[src/rtl/core/i2cs_pkg.sv]
`timescale 1ns / 1ps

package i2cs_pkg;

   // event codes on the request word
   localparam logic [1:0] OP_START    = 2'd0;
   localparam logic [1:0] OP_OVERFLOW = 2'd1;
   localparam logic [1:0] OP_LOAD     = 2'd2;
   localparam logic [1:0] OP_NONE     = 2'd3;

   // shifter actions on the response word
   localparam logic [2:0] ACT_NONE      = 3'd0;
   localparam logic [2:0] ACT_RELEASE   = 3'd1;
   localparam logic [2:0] ACT_RECEIVE   = 3'd2;
   localparam logic [2:0] ACT_SEND_ACK  = 3'd3;
   localparam logic [2:0] ACT_SEND_BYTE = 3'd4;
   localparam logic [2:0] ACT_READ_ACK  = 3'd5;

   localparam logic [7:0] GENERAL_CALL = 8'h00;
   localparam logic [7:0] BYTE_NULL    = 8'h00;

   // wide enough for any position or index compare over the parameter ranges
   localparam int CMP_W = 9;

   typedef enum logic [2:0] {
      PH_IDLE,
      PH_ADDRESS,
      PH_SEND,
      PH_ASK_ACK,
      PH_CHECK_ACK,
      PH_ASK_DATA,
      PH_TAKE_DATA
   } phase_type;

   typedef struct packed {
      logic [1:0] operation;
      logic [7:0] shift_data;
      logic [4:0] tx_index;
      logic [7:0] tx_byte;
   } req_type;

   typedef struct packed {
      logic [2:0] action;
      logic [7:0] shift_out;
      logic       busy_res;
      logic       rx_valid;
      logic [1:0] rx_index;
      logic [7:0] rx_byte;
   } rsp_type;

endpackage

[src/rtl/core/i2cs_ram.sv]
`timescale 1ns / 1ps

module i2cs_ram #(
   parameter int WIDTH = 8,
   parameter int DEPTH = 32,
   localparam int AW = (DEPTH > 1) ? $clog2(DEPTH) : 1
) (
   input  logic             clock,
   input  logic             wr_en,
   input  logic [AW-1:0]    wr_addr,
   input  logic [WIDTH-1:0] wr_data,
   input  logic [AW-1:0]    rd_addr,
   output logic [WIDTH-1:0] rd_data
);

   logic [WIDTH-1:0] mem [DEPTH];
   logic [WIDTH-1:0] rd_data_ff;

   always_ff @(posedge clock) begin
      if (wr_en) begin
         mem[wr_addr] <= wr_data;
      end
      rd_data_ff <= mem[rd_addr];
   end

   assign rd_data = rd_data_ff;

endmodule

[src/rtl/core/i2cs_txbuf.sv]
`timescale 1ns / 1ps

// Transmit store. Read address is the next transmit position, so the byte
// at the current position is ready when the next event is processed.
module i2cs_txbuf #(
   parameter int TX_DEPTH = 32,
   localparam int AW = (TX_DEPTH > 1) ? $clog2(TX_DEPTH) : 1,
   localparam int PW = $clog2(TX_DEPTH + 1)
) (
   input  logic          clock,
   input  logic          reset,
   input  logic          wr_req,
   input  logic [4:0]    wr_index,
   input  logic [7:0]    wr_byte,
   input  logic [PW-1:0] rd_pos,
   output logic [7:0]    head
);

   logic [i2cs_pkg::CMP_W-1:0] wr_wide;
   logic [i2cs_pkg::CMP_W-1:0] rd_wide;
   logic                       wr_en;
   logic                       rd_ok;
   logic [AW-1:0]              wr_addr;
   logic [AW-1:0]              rd_addr;
   logic [7:0]                 ram_q;
   logic                       hit_ff;
   logic                       hit_in;
   logic [7:0]                 byp_ff;

   assign wr_wide = i2cs_pkg::CMP_W'(wr_index);
   assign rd_wide = i2cs_pkg::CMP_W'(rd_pos);
   // drop loads beyond the store
   assign wr_en   = wr_req && (wr_wide < i2cs_pkg::CMP_W'(TX_DEPTH));
   assign rd_ok   = rd_wide < i2cs_pkg::CMP_W'(TX_DEPTH);
   assign wr_addr = wr_wide[AW-1:0];
   assign rd_addr = rd_ok ? rd_wide[AW-1:0] : '0;
   assign hit_in  = wr_en && rd_ok && (wr_addr == rd_addr);

   i2cs_ram #(
      .WIDTH (8),
      .DEPTH (TX_DEPTH)
   ) u_ram (
      .clock   (clock),
      .wr_en   (wr_en),
      .wr_addr (wr_addr),
      .wr_data (wr_byte),
      .rd_addr (rd_addr),
      .rd_data (ram_q)
   );

   // forward a load that lands on the entry being prefetched
   always_ff @(posedge clock) begin
      if (reset) begin
         hit_ff <= 1'b0;
      end else begin
         hit_ff <= hit_in;
      end
      byp_ff <= wr_byte;
   end

   assign head = hit_ff ? byp_ff : ram_q;

endmodule

[src/rtl/core/i2cs_step.sv]
`timescale 1ns / 1ps

// One event against the current protocol state: next state and result word.
module i2cs_step #(
   parameter int TX_DEPTH = 32,
   parameter int RX_COUNT = 4,
   localparam int PW = $clog2(TX_DEPTH + 1),
   localparam int RW = (RX_COUNT > 0) ? $clog2(RX_COUNT + 1) : 1
) (
   input  i2cs_pkg::req_type   req,
   input  i2cs_pkg::phase_type phase,
   input  logic                busy,
   input  logic [PW-1:0]       tx_pos,
   input  logic [RW-1:0]       rx_pos,
   input  logic [7:0]          head,
   input  logic [6:0]          own_address,
   output i2cs_pkg::phase_type phase_in,
   output logic                busy_in,
   output logic [PW-1:0]       tx_pos_in,
   output logic [RW-1:0]       rx_pos_in,
   output i2cs_pkg::rsp_type   rsp
);

   logic       addr_hit;
   logic       nack;
   logic       tx_more;
   logic       rx_last;
   logic [6:0] rx_wide;

   assign addr_hit = (req.shift_data == i2cs_pkg::GENERAL_CALL)
                     || (req.shift_data[7:1] == own_address);
   assign nack     = req.shift_data != 8'd0;
   assign tx_more  = (i2cs_pkg::CMP_W'(tx_pos) < i2cs_pkg::CMP_W'(TX_DEPTH))
                     && (head != i2cs_pkg::BYTE_NULL);
   assign rx_wide  = 7'(rx_pos);
   assign rx_last  = (rx_wide + 7'd1) >= 7'(RX_COUNT);

   // next state
   always_comb begin
      phase_in  = phase;
      busy_in   = busy;
      tx_pos_in = tx_pos;
      rx_pos_in = rx_pos;
      case (req.operation)
         i2cs_pkg::OP_START: begin
            phase_in = i2cs_pkg::PH_ADDRESS;
         end
         i2cs_pkg::OP_OVERFLOW: begin
            case (phase)
               i2cs_pkg::PH_ADDRESS: begin
                  if (addr_hit) begin
                     busy_in   = 1'b1;
                     rx_pos_in = '0;
                     if (req.shift_data[0]) begin
                        phase_in  = i2cs_pkg::PH_SEND;
                        tx_pos_in = '0;
                     end else begin
                        phase_in = i2cs_pkg::PH_ASK_DATA;
                     end
                  end else begin
                     phase_in = i2cs_pkg::PH_IDLE;
                     busy_in  = 1'b0;
                  end
               end
               i2cs_pkg::PH_SEND, i2cs_pkg::PH_CHECK_ACK: begin
                  if ((phase == i2cs_pkg::PH_CHECK_ACK && nack) || !tx_more) begin
                     phase_in = i2cs_pkg::PH_IDLE;
                     busy_in  = 1'b0;
                  end else begin
                     phase_in  = i2cs_pkg::PH_ASK_ACK;
                     tx_pos_in = tx_pos + PW'(1);
                  end
               end
               i2cs_pkg::PH_ASK_ACK: begin
                  phase_in = i2cs_pkg::PH_CHECK_ACK;
               end
               i2cs_pkg::PH_ASK_DATA: begin
                  phase_in = i2cs_pkg::PH_TAKE_DATA;
               end
               i2cs_pkg::PH_TAKE_DATA: begin
                  rx_pos_in = rx_pos + RW'(1);
                  if (rx_last) begin
                     phase_in = i2cs_pkg::PH_IDLE;
                     busy_in  = 1'b0;
                  end else begin
                     phase_in = i2cs_pkg::PH_ASK_DATA;
                  end
               end
               default: begin
               end
            endcase
         end
         default: begin
         end
      endcase
   end

   // result word
   always_comb begin
      rsp          = '0;
      rsp.busy_res = busy_in;
      case (req.operation)
         i2cs_pkg::OP_START: begin
            rsp.action = i2cs_pkg::ACT_RECEIVE;
         end
         i2cs_pkg::OP_OVERFLOW: begin
            case (phase)
               i2cs_pkg::PH_ADDRESS: begin
                  rsp.action = addr_hit ? i2cs_pkg::ACT_SEND_ACK : i2cs_pkg::ACT_RELEASE;
               end
               i2cs_pkg::PH_SEND, i2cs_pkg::PH_CHECK_ACK: begin
                  if ((phase == i2cs_pkg::PH_CHECK_ACK && nack) || !tx_more) begin
                     rsp.action = i2cs_pkg::ACT_RELEASE;
                  end else begin
                     rsp.action    = i2cs_pkg::ACT_SEND_BYTE;
                     rsp.shift_out = head;
                  end
               end
               i2cs_pkg::PH_ASK_ACK: begin
                  rsp.action = i2cs_pkg::ACT_READ_ACK;
               end
               i2cs_pkg::PH_ASK_DATA: begin
                  rsp.action = i2cs_pkg::ACT_RECEIVE;
               end
               i2cs_pkg::PH_TAKE_DATA: begin
                  rsp.action   = rx_last ? i2cs_pkg::ACT_RELEASE : i2cs_pkg::ACT_SEND_ACK;
                  rsp.rx_valid = 1'b1;
                  rsp.rx_index = rx_wide[1:0];
                  rsp.rx_byte  = req.shift_data;
               end
               default: begin
               end
            endcase
         end
         default: begin
         end
      endcase
   end

endmodule

[src/rtl/core/i2c_slave_byte_sequencer.sv]
`timescale 1ns / 1ps

// Byte-level sequencer of an I2C slave. Each request word is one event (start
// condition, shifter overflow with the sampled byte or ack bit, or a host load
// of a transmit store entry) and yields exactly one response word with the
// shifter action, the byte to load, the busy flag and any received byte.
// Throughput is one event per clock while rsp_stall is low: the protocol
// step is a single combinational pass between the request register and the
// response register, and the transmit store byte at the current read
// position is prefetched from the store RAM, addressed by the next position,
// so the store's single read port never stalls the flow. A request waits in
// the request register until it fires; its response is then registered. The
// request register doubles as a skid stage, so a new word is taken while a
// finished response waits on rsp_stall. The slave address is written through
// the csr port, which is always ready; write it only while no event is in
// flight. Transmit store entries read before being loaded return unknown data.
module i2c_slave_byte_sequencer #(
   parameter int TX_DEPTH = 32,
   parameter int RX_COUNT = 4,
   localparam int PW = $clog2(TX_DEPTH + 1),
   localparam int RW = (RX_COUNT > 0) ? $clog2(RX_COUNT + 1) : 1
) (
   input  logic              clock,
   input  logic              reset,
   input  logic              req_valid,
   output logic              req_stall,
   input  i2cs_pkg::req_type req_data,
   output logic              rsp_valid,
   input  logic              rsp_stall,
   output i2cs_pkg::rsp_type rsp_data,
   input  logic              csr_valid,
   output logic              csr_ready,
   input  logic [6:0]        csr_data
);

   // request stage
   logic              in_valid_ff;
   logic              in_valid_in;
   i2cs_pkg::req_type in_data_ff;

   // response stage
   logic              out_valid_ff;
   logic              out_valid_in;
   i2cs_pkg::rsp_type out_data_ff;

   // protocol state
   i2cs_pkg::phase_type phase_ff;
   i2cs_pkg::phase_type phase_in;
   logic                busy_ff;
   logic                busy_in;
   logic [PW-1:0]       tx_pos_ff;
   logic [PW-1:0]       tx_pos_in;
   logic [RW-1:0]       rx_pos_ff;
   logic [RW-1:0]       rx_pos_in;
   logic [6:0]          own_addr_ff;

   // step outputs
   i2cs_pkg::phase_type step_phase;
   logic                step_busy;
   logic [PW-1:0]       step_tx_pos;
   logic [RW-1:0]       step_rx_pos;
   i2cs_pkg::rsp_type   step_rsp;

   logic       fire;
   logic       req_take;
   logic [7:0] head;

   // advance the held event whenever the response register is free or draining
   assign fire      = in_valid_ff && (!out_valid_ff || !rsp_stall);
   assign req_stall = in_valid_ff && !fire;
   assign req_take  = req_valid && !req_stall;
   assign csr_ready = 1'b1;

   assign in_valid_in  = req_take || (in_valid_ff && !fire);
   assign out_valid_in = fire || (out_valid_ff && rsp_stall);

   // hold state unless an event is processed
   assign phase_in  = fire ? step_phase  : phase_ff;
   assign busy_in   = fire ? step_busy   : busy_ff;
   assign tx_pos_in = fire ? step_tx_pos : tx_pos_ff;
   assign rx_pos_in = fire ? step_rx_pos : rx_pos_ff;

   i2cs_step #(
      .TX_DEPTH (TX_DEPTH),
      .RX_COUNT (RX_COUNT)
   ) u_step (
      .req         (in_data_ff),
      .phase       (phase_ff),
      .busy        (busy_ff),
      .tx_pos      (tx_pos_ff),
      .rx_pos      (rx_pos_ff),
      .head        (head),
      .own_address (own_addr_ff),
      .phase_in    (step_phase),
      .busy_in     (step_busy),
      .tx_pos_in   (step_tx_pos),
      .rx_pos_in   (step_rx_pos),
      .rsp         (step_rsp)
   );

   // prefetch the byte at the next transmit position
   i2cs_txbuf #(
      .TX_DEPTH (TX_DEPTH)
   ) u_txbuf (
      .clock    (clock),
      .reset    (reset),
      .wr_req   (fire && (in_data_ff.operation == i2cs_pkg::OP_LOAD)),
      .wr_index (in_data_ff.tx_index),
      .wr_byte  (in_data_ff.tx_byte),
      .rd_pos   (tx_pos_in),
      .head     (head)
   );

   always_ff @(posedge clock) begin
      if (reset) begin
         in_valid_ff  <= 1'b0;
         out_valid_ff <= 1'b0;
         phase_ff     <= i2cs_pkg::PH_IDLE;
         busy_ff      <= 1'b0;
         tx_pos_ff    <= '0;
         rx_pos_ff    <= '0;
         own_addr_ff  <= 7'd0;
      end else begin
         in_valid_ff  <= in_valid_in;
         out_valid_ff <= out_valid_in;
         phase_ff     <= phase_in;
         busy_ff      <= busy_in;
         tx_pos_ff    <= tx_pos_in;
         rx_pos_ff    <= rx_pos_in;
         if (csr_valid && csr_ready) begin
            own_addr_ff <= csr_data;
         end
      end
   end

   // payload registers
   always_ff @(posedge clock) begin
      if (req_take) begin
         in_data_ff <= req_data;
      end
      if (fire) begin
         out_data_ff <= step_rsp;
      end
   end

   assign rsp_valid = out_valid_ff;
   assign rsp_data  = out_data_ff;

endmodule
[config.mk]
export PLATFORM = sky130hd
export DESIGN_NAME = i2c_slave_byte_sequencer
export DESIGN_NICKNAME = d
export VERILOG_FILES = /design/src/rtl/core/i2cs_pkg.sv /design/src/rtl/core/i2cs_ram.sv /design/src/rtl/core/i2cs_txbuf.sv /design/src/rtl/core/i2cs_step.sv /design/src/rtl/core/i2c_slave_byte_sequencer.sv
export SDC_FILE = /design/constraint.sdc
export NUM_CORES = 1
export LEC_CHECK = 0
export BUFFER_PORTS_ARGS = -buffer_cell sky130_fd_sc_hd__buf_2
export CAP_MARGIN = 10
export CORE_ASPECT_RATIO = 1.4
export CORE_MARGIN = 2
export CORE_UTILIZATION = 30
export DETAILED_ROUTE_END_ITERATION = 12
export PLACE_DENSITY = 0.49
export SETUP_SLACK_MARGIN = 0.4
export SYNTH_ARGS = -nofsm -noshare
export SYNTH_HDL_FRONTEND = slang
export SYNTH_SLANG_ARGS = --single-unit
[constraint.sdc]
create_clock -name clock -period 3.58 [get_ports clock]
set_input_delay 0.358 -clock clock [delete_from_list [all_inputs] [get_ports clock]]
set_output_delay 0.358 -clock clock [all_outputs]
set_load 0.03 [all_outputs]
==> results.md <==
* Status: completed
* Setup crit end kind: flop
* Setup violators final at 0
* Post-Synth XOR/XNOR Area at 0.806%
* Final min period at 3530 ps
* Routed wire per std cell at 23.6 um
* I/O Buffers at 59
* Largest family of logic cells by synthesized area: compound AO/OA/AOI/OAI gates
* Yosys top cell area share at 64.9%
* Root Buffer: clkbuf_16
* Total track usage at 18.2%
* Routed WL at 43.8 mm
* Top cells by area, synth: edfxtp_1 (65%), dfxtp_1 (5.6%), nor2_1 (2.5%)
* Initial DRC Count at 721
* Critical Path RT at 3960 ps
* RSZ-0062 raised after global routing: yes
* Top Usage Layer GRT: met2
* Worst slew pin tran at 818 ps
* Leakage at 6.18 nW
* Worst path arrival time at 3910 ps
* Die W at 186 um
* Post-route ant nets at 0
* Post-synth top cells: edfxtp_1 (302), nor2_1 (94), nand2_1 (75)
* Worst Path Max Fanout at 14
* Clock latency at the later pin of the worst-skew pair at 540 ps
* RePlAce Congestion at 0.844
* Final period utilization at 98.5%
* Total Neg Setup Slack at 0 ps
* Avg Inst Size Synth at 13.9 sq um
* Nets at 1243
* Mux share of post-synthesis cell area at 3.53%
* CP Class: flop to flop
* Gr ovfl total at 0
* Top_reg_cell synth: edfxtp_1
* Fin cells at 1851
* Met2 Use GR at 33.0%
* Vias in the first global route at 9972
* Setup slack after layout at 54.6 ps
* Placed cell count at 1739
* Post-Synthesis Cells at 1006
* First-pass GRT wire length at 65.2 mm
* Compound-Gate Fraction of Synth Area at 12.5%
* Synth cell types at 77
* Max Transition Viols Final at 0
* Die area at 0.0483 sq mm
* Syn Nets at 1043
* TritonCTS clock tree: done
* Core Area at 0.0460 sq mm
* Most common cell in the netlist: edfxtp_1
* Initial Util at 30.4%
* Slew HR at 44.9%
* Maximum clock frequency at 284 MHz
* Grt met3 use at 2.92%
* DRC viols at 0
* Area leader, netlist: edfxtp_1
* Synth Area in Simple Gates at 10.3%
* Pwr Density at 496 mW/mm^2
* Skew final at 33.3 ps
* Post-synthesis adder-cell area fraction at 0.179%
* Reg clk slew, reported paths at 60 ps
* Initial antenna violation count at 0
* CTS Buf Count at 36
* CP startpoint kind: flop
* Chip Height at 259 um
* Max Cap Viol at 0
* Pre-antenna DRT Iters at 5
* Global Route met1 Usage at 20.7%
* Area grow syn2layout at 26.8%
* Worst Hold Class: input pin to flop
* Fin. Hold Viols at 0
* Post-synth EDFFs at 302
* Worst vdd ir at 0.291 mV
* I/O Pins at 61
* DPL Wire Length at 29.5 mm
* Seq/Total Area, Yosys at 70.5%
* H-tree lvl count at 2
* Largest net degree at the start of global routing at 34
* Vias at 9511
* Via density at 5.14
* Area of the mapped netlist at 0.0140 sq mm
* #FFs+latches synth at 341
* DP Worst Slack at -269 ps
* Synth warn at 0
* Longest Clk Path Bufs at 3
* Row count at 93
* Asr flop ratio synth at 0%
* Share of layout cells above drive strength 1 at 27.0%
* Overall power at 0.00879 W
* # clock sinks at 341
final cells by class:
| class | count | area, sq um |
|---|---|---|
| fillers | 4355 | 28200 |
| flip-flops and latches | 341 | 9850 |
| multi-input cells | 600 | 4080 |
| repair buffers | 220 | 1760 |
| clock buffers | 43 | 970 |
| well taps | 617 | 772 |
| clock inverters | 22 | 254 |
| inverters | 7 | 30.0 |
| diodes | 1 | 2.50 |
registers in the layout (all words and copies together) (netlist names):
signal / cells
u_txbuf.u_ram.mem: 256
phase_ff: 3
in_valid_ff: 1
in_data_ff: 23
u_txbuf.u_ram.rd_data: 8
u_txbuf.hit_ff: 1
own_addr_ff: 7
busy_ff: 1
rsp_valid: 1
u_txbuf.byp_ff: 8
rsp_data: 23
tx_pos_ff: 6
rx_pos_ff: 3
critical path, cell delays in order, from the launching register on:
cell	delay [ps]
edfxtp_1	380
or4_4	560
o211ai_2	220
and4_1	230
buf_6	150
mux2i_4	310
buf_4	180
buf_12	150
o41ai_4	100
buf_4	160
buf_4	130
buf_4	120
a32oi_1	150
o211ai_1	130
a21oi_2	290
nor4_2	110
power breakdown:
group          internal, W  switching (W)  leakage (nW)
clock              0.00231        0.00157         0.589
combinational     0.000188       0.000308          2.52
sequential         0.00438      0.0000362          3.07
total              0.00687        0.00191          6.18
what timing repair did:
item,CTS,global route
pin swaps,24,5
gates cloned,1,0
gates resized for setup,44,11
hold buffers,19,0
hold endpoints to repair,19,0
buffers inserted,23,3
endpoints found under the setup margin,9,9
through the flow:
stage                     util (%)  hold WS [ps]  instance area, sq um
after floorplan                  -           427                 14000
after global placement        34.3           453                 15800
after detailed placement      34.3           460                 15800
after CTS                     38.4          1.59                 17600
after global routing          38.5          12.1                 17700
final                         38.6          19.6                 17700
cells in the final DEF (no fill, tap or decap), drive strengths merged, types with 14 or more instances in the layout:
| master | instances |
|---|---|
| edfxtp | 302 |
| buf | 201 |
| nor2 | 95 |
| nand2 | 75 |
| a21oi | 54 |
| clkbuf | 43 |
| dfxtp | 39 |
| o21ai | 35 |
| nand3 | 33 |
| mux2i | 30 |
| and3 | 29 |
| a211oi | 24 |
| a211o | 20 |
| dlygate4sd3 | 19 |
| nor3 | 16 |
| mux2 | 16 |
| clkinv | 15 |
| o211ai | 14 |
cell families (layout without fill, tap and decap cells):
family                   after synthesis  in the layout
other                                  1              2
buffers and inverters                 65            292
AO/OA/AOI/OAI                        238            238
AND/OR/NAND/NOR                      301            301
flip-flops                           341            341
XOR/XNOR                              12             12
adder cells (fa/ha/maj)                2              2
multiplexers                          46             46
final timing paths:
kind	from	endpoint	slack, ps	cells past startpoint
worst max-delay path	in_data_ff[20]	u_txbuf.u_ram.rd_data[6]	50	15
worst min-delay path	req_data[17]	in_data_ff[17]	20	1
worst max register to register	in_data_ff[20]	u_txbuf.u_ram.rd_data[6]	50	15
worst min register to register	busy_ff	busy_ff	470	2
metal layers:
| metal | vias up | part of all wire [%] |
|---|---|---|
| li1 | 4333 | - |
| met1 | 4753 | 38 |
| met2 | 340 | 51 |
| met3 | 85 | 5.4 |
| met4 | 0 | 4.8 |
| met5 | - | 0 |
No activity file was read; power rests on OpenSTA's default activity.
